===== config.mk =====
export PLATFORM = sky130hd
export DESIGN_NAME = dpr_luma
export DESIGN_NICKNAME = d
export VERILOG_FILES = /design/src/design/dpr_pkg.sv /design/src/design/dpr_luma.sv
export SDC_FILE = /design/constraint.sdc
export NUM_CORES = 2
export LEC_CHECK = 0
export ABC_AREA = 1
export ABC_CLOCK_PERIOD_IN_PS = 11170
export BUFFER_PORTS_ARGS = -buffer_cell sky130_fd_sc_hd__clkbuf_2
export CELL_PAD_IN_SITES_DETAIL_PLACEMENT = 0
export CELL_PAD_IN_SITES_GLOBAL_PLACEMENT = 1
export CORE_MARGIN = 5
export CORE_UTILIZATION = 48
export CTS_CLUSTER_DIAMETER = 150
export DETAILED_ROUTE_END_ITERATION = 10
export HOLD_SLACK_MARGIN = 0.1
export PLACE_DENSITY = 0.89
export SYNTH_ARGS = -nofsm -noshare
export SYNTH_HDL_FRONTEND = slang
export SYNTH_SLANG_ARGS = --single-unit

===== constraint.sdc =====
create_clock -name clock -period 11.17 [get_ports clock]
set_input_delay 1.6755 -clock clock [delete_from_list [all_inputs] [get_ports clock]]
set_output_delay 1.6755 -clock clock [all_outputs]
set_load 0.01 [all_outputs]

===== src/design/dpr_pkg.sv =====
// Shared types, constants and constant functions of the duotone pixel remap block.
package dpr_pkg;

   // Component width and full-scale value.
   localparam int PIXEL_BITS = 8;
   localparam int MAXV = (1 << PIXEL_BITS) - 1;

   // Q0.16 constants.
   localparam int ONE_Q16 = 65536;
   localparam int MID_Q16 = 32768;

   localparam int CSR_DATA_WIDTH = 24;
   localparam int CSR_INDEX_WIDTH = 3;

   // Configuration register indexes.
   typedef enum logic [CSR_INDEX_WIDTH-1:0] {
      CSR_PRESET_SELECT = 3'd0,
      CSR_CUSTOM_SHADOW = 3'd1,
      CSR_CUSTOM_HIGHLIGHT = 3'd2,
      CSR_CONTRAST_GAIN = 3'd3,
      CSR_TONE_EXPONENT = 3'd4,
      CSR_MIX_AMOUNT = 3'd5
   } csr_index_type;

   typedef logic [PIXEL_BITS-1:0] comp_type;

   typedef struct packed {
      comp_type in_red;
      comp_type in_green;
      comp_type in_blue;
      comp_type in_alpha;
   } pixel_in_type;

   typedef struct packed {
      comp_type out_red;
      comp_type out_green;
      comp_type out_blue;
      comp_type out_alpha;
   } pixel_out_type;

   // Valid bit and source pixel that travel with every pipeline stage.
   typedef struct packed {
      logic valid;
      pixel_in_type pix;
   } tag_type;

   typedef struct packed {
      logic [3:0] preset_select;
      logic [23:0] custom_shadow_ink;
      logic [23:0] custom_highlight_ink;
      logic [15:0] contrast_gain;
      logic [15:0] tone_exponent;
      logic [16:0] mix_amount;
   } cfg_type;

   localparam cfg_type CFG_RESET = '{
      preset_select: 4'd2,
      custom_shadow_ink: 24'h0F0E3D,
      custom_highlight_ink: 24'hFF3C82,
      contrast_gain: 16'd18022,
      tone_exponent: 16'd16384,
      mix_amount: 17'd65536
   };

   // Ink preset ROM: [preset][0 shadow, 1 highlight][red, green, blue].
   localparam logic [7:0] INK_ROM [8][2][3] = '{
      '{'{8'd10, 8'd30, 8'd70}, '{8'd225, 8'd240, 8'd250}},
      '{'{8'd35, 8'd20, 8'd5}, '{8'd255, 8'd235, 8'd200}},
      '{'{8'd15, 8'd10, 8'd60}, '{8'd255, 8'd60, 8'd130}},
      '{'{8'd45, 8'd10, 8'd90}, '{8'd60, 8'd230, 8'd240}},
      '{'{8'd8, 8'd12, 8'd8}, '{8'd140, 8'd255, 8'd60}},
      '{'{8'd20, 8'd0, 8'd5}, '{8'd255, 8'd80, 8'd40}},
      '{'{8'd40, 8'd15, 8'd50}, '{8'd250, 8'd200, 8'd90}},
      '{'{8'd25, 8'd35, 8'd50}, '{8'd220, 8'd230, 8'd240}}
   };

   // Integer square root, used only to build constants at elaboration.
   function automatic logic [63:0] isqrt64(input logic [63:0] x);
      logic [63:0] r;
      logic [63:0] b;
      logic [63:0] v;
      r = '0;
      b = 64'd1 << 62;
      v = x;
      for (int s = 0; s < 32; s++) begin
         if (v >= r + b) begin
            v = v - (r + b);
            r = (r >> 1) + b;
         end else begin
            r = r >> 1;
         end
         b = b >> 2;
      end
      return r;
   endfunction

   // 2^(-2^-(idx+1)) in Q0.30, made by repeated square roots from 2^59.
   function automatic logic [29:0] tone_root(input int idx);
      logic [63:0] r;
      r = isqrt64(64'd1 << 59);
      for (int i = 1; i <= idx; i++) begin
         r = isqrt64(r << 30);
      end
      return r[29:0];
   endfunction

endpackage


===== src/design/dpr_luma.sv =====
// Luma extraction and contrast stage group of the duotone pixel remap block.
module dpr_luma (
   input logic clock,
   input logic reset,
   input logic en,
   input dpr_pkg::tag_type tag_in,
   input logic [15:0] contrast_gain,
   output dpr_pkg::tag_type tag_out,
   output logic [16:0] con_out
);

   localparam int P = dpr_pkg::PIXEL_BITS;
   localparam int XW = P + 17;
   localparam logic [XW-1:0] HALF = XW'(dpr_pkg::MAXV / 2);
   localparam logic [XW-1:0] MAXV_X = XW'(dpr_pkg::MAXV);
   localparam logic [XW-1:0] RECIP = XW'((64'd1 << XW) / dpr_pkg::MAXV);

   dpr_pkg::tag_type tag_in_arr [5];
   dpr_pkg::tag_type tag_ff [5];

   logic [XW-1:0] sum_in, sum_ff, sum2_ff;
   logic [16:0] est_in, est_ff;
   logic [16:0] lum_in, lum_ff;
   logic signed [34:0] cprod_in, cprod_ff;
   logic [16:0] con_in, con_ff;

   // Stage 1: weighted sum of the components plus half of the divisor.
   always_comb begin
      sum_in = XW'(19595) * XW'(tag_in.pix.in_red)
             + XW'(38470) * XW'(tag_in.pix.in_green)
             + XW'(7471) * XW'(tag_in.pix.in_blue) + HALF;
   end

   // Stage 2: quotient estimate by reciprocal multiplication.
   always_comb begin
      logic [2*XW-1:0] prod;
      prod = (2*XW)'(sum_ff) * (2*XW)'(RECIP);
      est_in = prod[XW+16:XW];
   end

   // Stage 3: one correction step yields the rounded luma.
   always_comb begin
      logic [XW-1:0] rem;
      rem = sum2_ff - XW'(est_ff) * MAXV_X;
      lum_in = est_ff + ((rem >= MAXV_X) ? 17'd1 : 17'd0);
   end

   // Stage 4: contrast gain about mid grey.
   always_comb begin
      logic signed [17:0] diff;
      logic signed [17:0] gain;
      diff = signed'({1'b0, lum_ff}) - 18'(dpr_pkg::MID_Q16);
      gain = signed'({2'b00, contrast_gain});
      cprod_in = 35'(diff) * 35'(gain);
   end

   // Stage 5: rounding to nearest, recentring and clamping to 0..1.0.
   always_comb begin
      logic signed [35:0] s;
      logic signed [21:0] w;
      s = 36'(cprod_ff) + 36'sd8192;
      w = 22'(s >>> 14) + 22'(dpr_pkg::MID_Q16);
      if (w < 0) begin
         con_in = '0;
      end else if (w > 22'(dpr_pkg::ONE_Q16)) begin
         con_in = 17'(dpr_pkg::ONE_Q16);
      end else begin
         con_in = w[16:0];
      end
   end

   // Tag chain: stage i takes the tag of stage i-1.
   always_comb begin
      tag_in_arr[0] = tag_in;
      for (int i = 1; i < 5; i++) begin
         tag_in_arr[i] = tag_ff[i-1];
      end
   end

   // Stage registers; only the valid bits are reset.
   always_ff @(posedge clock) begin
      if (reset) begin
         for (int i = 0; i < 5; i++) begin
            tag_ff[i].valid <= 1'b0;
         end
      end else if (en) begin
         for (int i = 0; i < 5; i++) begin
            tag_ff[i].valid <= tag_in_arr[i].valid;
         end
      end
      if (en) begin
         for (int i = 0; i < 5; i++) begin
            tag_ff[i].pix <= tag_in_arr[i].pix;
         end
         sum_ff <= sum_in;
         sum2_ff <= sum_ff;
         est_ff <= est_in;
         lum_ff <= lum_in;
         cprod_ff <= cprod_in;
         con_ff <= con_in;
      end
   end

   assign tag_out = tag_ff[4];
   assign con_out = con_ff;

endmodule


==> results.md <==
* Antenna-violating nets left at 0
* CP max FO at 8
* Reg2reg setup slack at roughly 3.9 ns
* Most frequent cells after synthesis: 1060 x inv_1, 654 x nand2_1, 518 x fa_1
* Reg clk slew, reported paths at ~0.070 ns
* Status: complete, no violations
* Fmax at about 0.12 GHz
* Post-Synth Simple-Gate Area at 0.119
* Sequential-to-total area share from yosys stat at 0.244
* Cts repair resizes at 0
* # setup viols final at 0
* H-tree depth at 1
* Post-synth top area share at 0.293
* Synth Area in Adders at 0.440
* Hold path depth at 0
* Slowest CP cell: fa_1
* Number of synthesized flops with an enable pin at approximately 290
* ANT cells at 0
* Setup crit end kind: flip-flop
* Port bufs at a little over 100
* Compound-gate portion of the synthesized area at 0.0427
* TritonRoute pass-1 iters at 5
* Mux contribution to synthesized area at 0
* Unrepaired setup endpoints after global routing: no
* Slew @ Worst Pin at 0.921 ns
* Leading cell type by number of instances after synthesis: inv_1
* Largest net degree at the start of global routing at 78
* Post-Synth XOR/XNOR Area at 0.0280
* Syn Std Cell Area at 35400 um^2
* Critical path type: input port to flip-flop
* Clock Latency Late Sink at a little under 0.6 ns
* CTS sink cnt at approximately 290
* Number of buffers and inverters on the critical path at 6
* Initial antenna violation count at 0
* Total GRT Usage at 0.209
* Sequential cell area at just under 9000 um^2
* Postcts setup bufs at 0
* Area of the multi-input gates at 22300 um^2
* I/O pins at approximately 100
* Total die area at 79300 um^2
* RR Startpoint: lum_ff[15]
* Setup TNS at 0 ns
* CTS tree: done
* Clock Path Buffers at 3
* # DRC at 0
* GP Congestion at about 0.91
* Post-Syn Area per Cell at 9.38 um^2
* Max-cap violations at 0
* Final Hold Viols at 0
* Synth Instances at between 3000 and 4000
* Hold Path End: tag_ff[0][159]
* Max-slew violation count at 0
* Layout cell share with drive strength beyond 1 at 0.0498
* First DRT Iteration DRCs at between 1000 and 1500
* Cts hold-fix bufs at 0
* Count of different cell masters after synthesis at 46
* Core ar. at between 70000 and 80000 um^2
* Vias per cell at 5.01
* Req. time, crit path at ~12 ns
* Area leader, netlist: fa_1
* Share of flip-flops with an asynchronous set or reset at 0
* Core Rows at slightly below 100
* Initial Utilization at 0.484
* Top cells by area, synth: fa_1 29%, edfxtp_1 24%, ha_1 15%
* Total gr overflow at 0
* Syn. warnings at 0
* Die X at 282 um
* Top_reg_cell synth: edfxtp_1
* GR Util met2 at 0.379
* CP startpoint kind: input port
* Hold Startpoint: tag_ff[0][126]
* Largest family of logic cells by synthesized area: adder cells
* First-pass GRT wire length at approximately 130000 um
* WL per Instance at between 15 and 20 um
* Class of the worst hold path: flip-flop to flip-flop
* Detail Placement HPWL at 66900 um
* Met3 Use GR at 0.0275
* Critical Path AT at ~8.4 ns
* Crit path top cell by count: ha_1
* Fillcell total at approximately 6600
* Max incr delay on CP at between 0.5 and 0.6 ns
* TritonCTS Buffers at 29
* Reg2Reg Depth at 19
* Root buf cell: clkbuf_16
* #FFs+latches synth at roughly 290
* Critical R2R Capture: cprod_ff[30]
* Final Skew at between 0.01 and 0.015 ns
* Nets at 4800
* Final Cycle Share at 0.718
* Layer with the highest usage: met2
* Vias in the first global route at ~26000
* Crit path time final at between 8 and 9 ns
* M1 GR Usage at 0.258
* Max_slew headroom at 0.386
* Total number of vias at roughly 24000
* Crit path max-delay family: adder cells
* Syn Nets at ~4800
* Area grow syn2layout at 6.56%
* Die Y at 282 um
* Detailed Route WL at a little over 80000 um
## placed cells by master (no fill, tap or decap), types with 24 or more instances in the layout
cell | Yosys | layout
fa_1 | 518 | 518
nand4_1 | 33 | 33
clkbuf_16 | 0 | 29
nand2_1 | 654 | 654
xnor2_1 | 31 | 31
nor2_1 | 165 | 165
inv_1 | 1060 | 1060
o21ai_0 | 72 | 72
nor3_1 | 24 | 24
clkbuf_2 | 0 | 100
edfxtp_1 | 288 | 288
nand3_1 | 89 | 89
xor2_1 | 82 | 82
a21oi_1 | 121 | 121
ha_1 | 415 | 415
## metal layers
metal	vias up	wire length, um
li1	11521	-
met1	11759	32300
met2	557	41400
met3	183	3780
met4	0	3410
met5	-	0
## layout make-up
| cell class | count | share of cell area |
|---|---|---|
| inverters | 1064 | 0.106 |
| multi-input cells | 2326 | 0.590 |
| well taps | 959 | 0.0318 |
| clock inverters | 25 | 0.00906 |
| repair buffers | 106 | 0.0147 |
| clock buffers | 29 | 0.0192 |
| flip-flops and latches | 288 | 0.229 |
## cell families after synthesis
| kind of cell | Yosys count |
|---|---|
| buffers and inverters | 1162 |
| AND/OR/NAND/NOR | 1015 |
| adder cells (fa/ha/maj) | 933 |
| flip-flops | 288 |
| AO/OA/AOI/OAI | 265 |
| XOR/XNOR | 113 |
## sequential cells by signal (all words and copies together) (netlist names)
register,cells
sum2_ff,25
tag_ff,165
est_ff,17
lum_ff,17
sum_ff,25
con_out,17
cprod_ff,22
## worst max-delay path by stage
stage | from | to | slack (ns) | cells past startpoint
after detailed placement | tag_in[22] | sum_ff[21] | 2.57 | 29
after CTS | tag_in[22] | sum_ff[21] | 3.16 | 29
after floorplan | tag_in[22] | sum_ff[21] | 3.38 | 28
final | tag_in[22] | sum_ff[21] | 3.15 | 29
after global routing | tag_in[22] | sum_ff[21] | 2.68 | 29
after global placement | tag_in[22] | sum_ff[21] | 2.63 | 29
## worst register-to-register path: stages, from the launching register on
cell      delay, ns
edfxtp_1       0.56
inv_1          0.43
ha_1           0.65
nand2_1        0.22
inv_1          0.16
fa_1           0.46
inv_1          0.23
fa_1           0.50
fa_1           0.51
fa_1           0.53
fa_1           0.50
inv_1          0.05
fa_1           0.48
ha_1           0.42
a21oi_1        0.25
a21boi_0       0.33
o21ai_0        0.19
a221oi_1       0.38
a21o_1         0.16
nand2_1        0.06
## through the flow
step           area, um^2  setup WS (ns)  hold WS (ns)  utilization  cells
5_1_grt             37700           2.68         0.422        0.516   4797
2_1_floorplan       35400           3.38         0.400            -   3776
3_3_place_gp        36700           2.63         0.400        0.502   4743
6_report            37700           3.15         0.412        0.516   4797
4_1_cts             37700           3.16         0.412        0.516   4797
3_5_place_dp        36700           2.57         0.405        0.502   4743
Power is not shown: default switching activity piles up to over one toggle a cycle in this logic, so the estimate is an artifact.
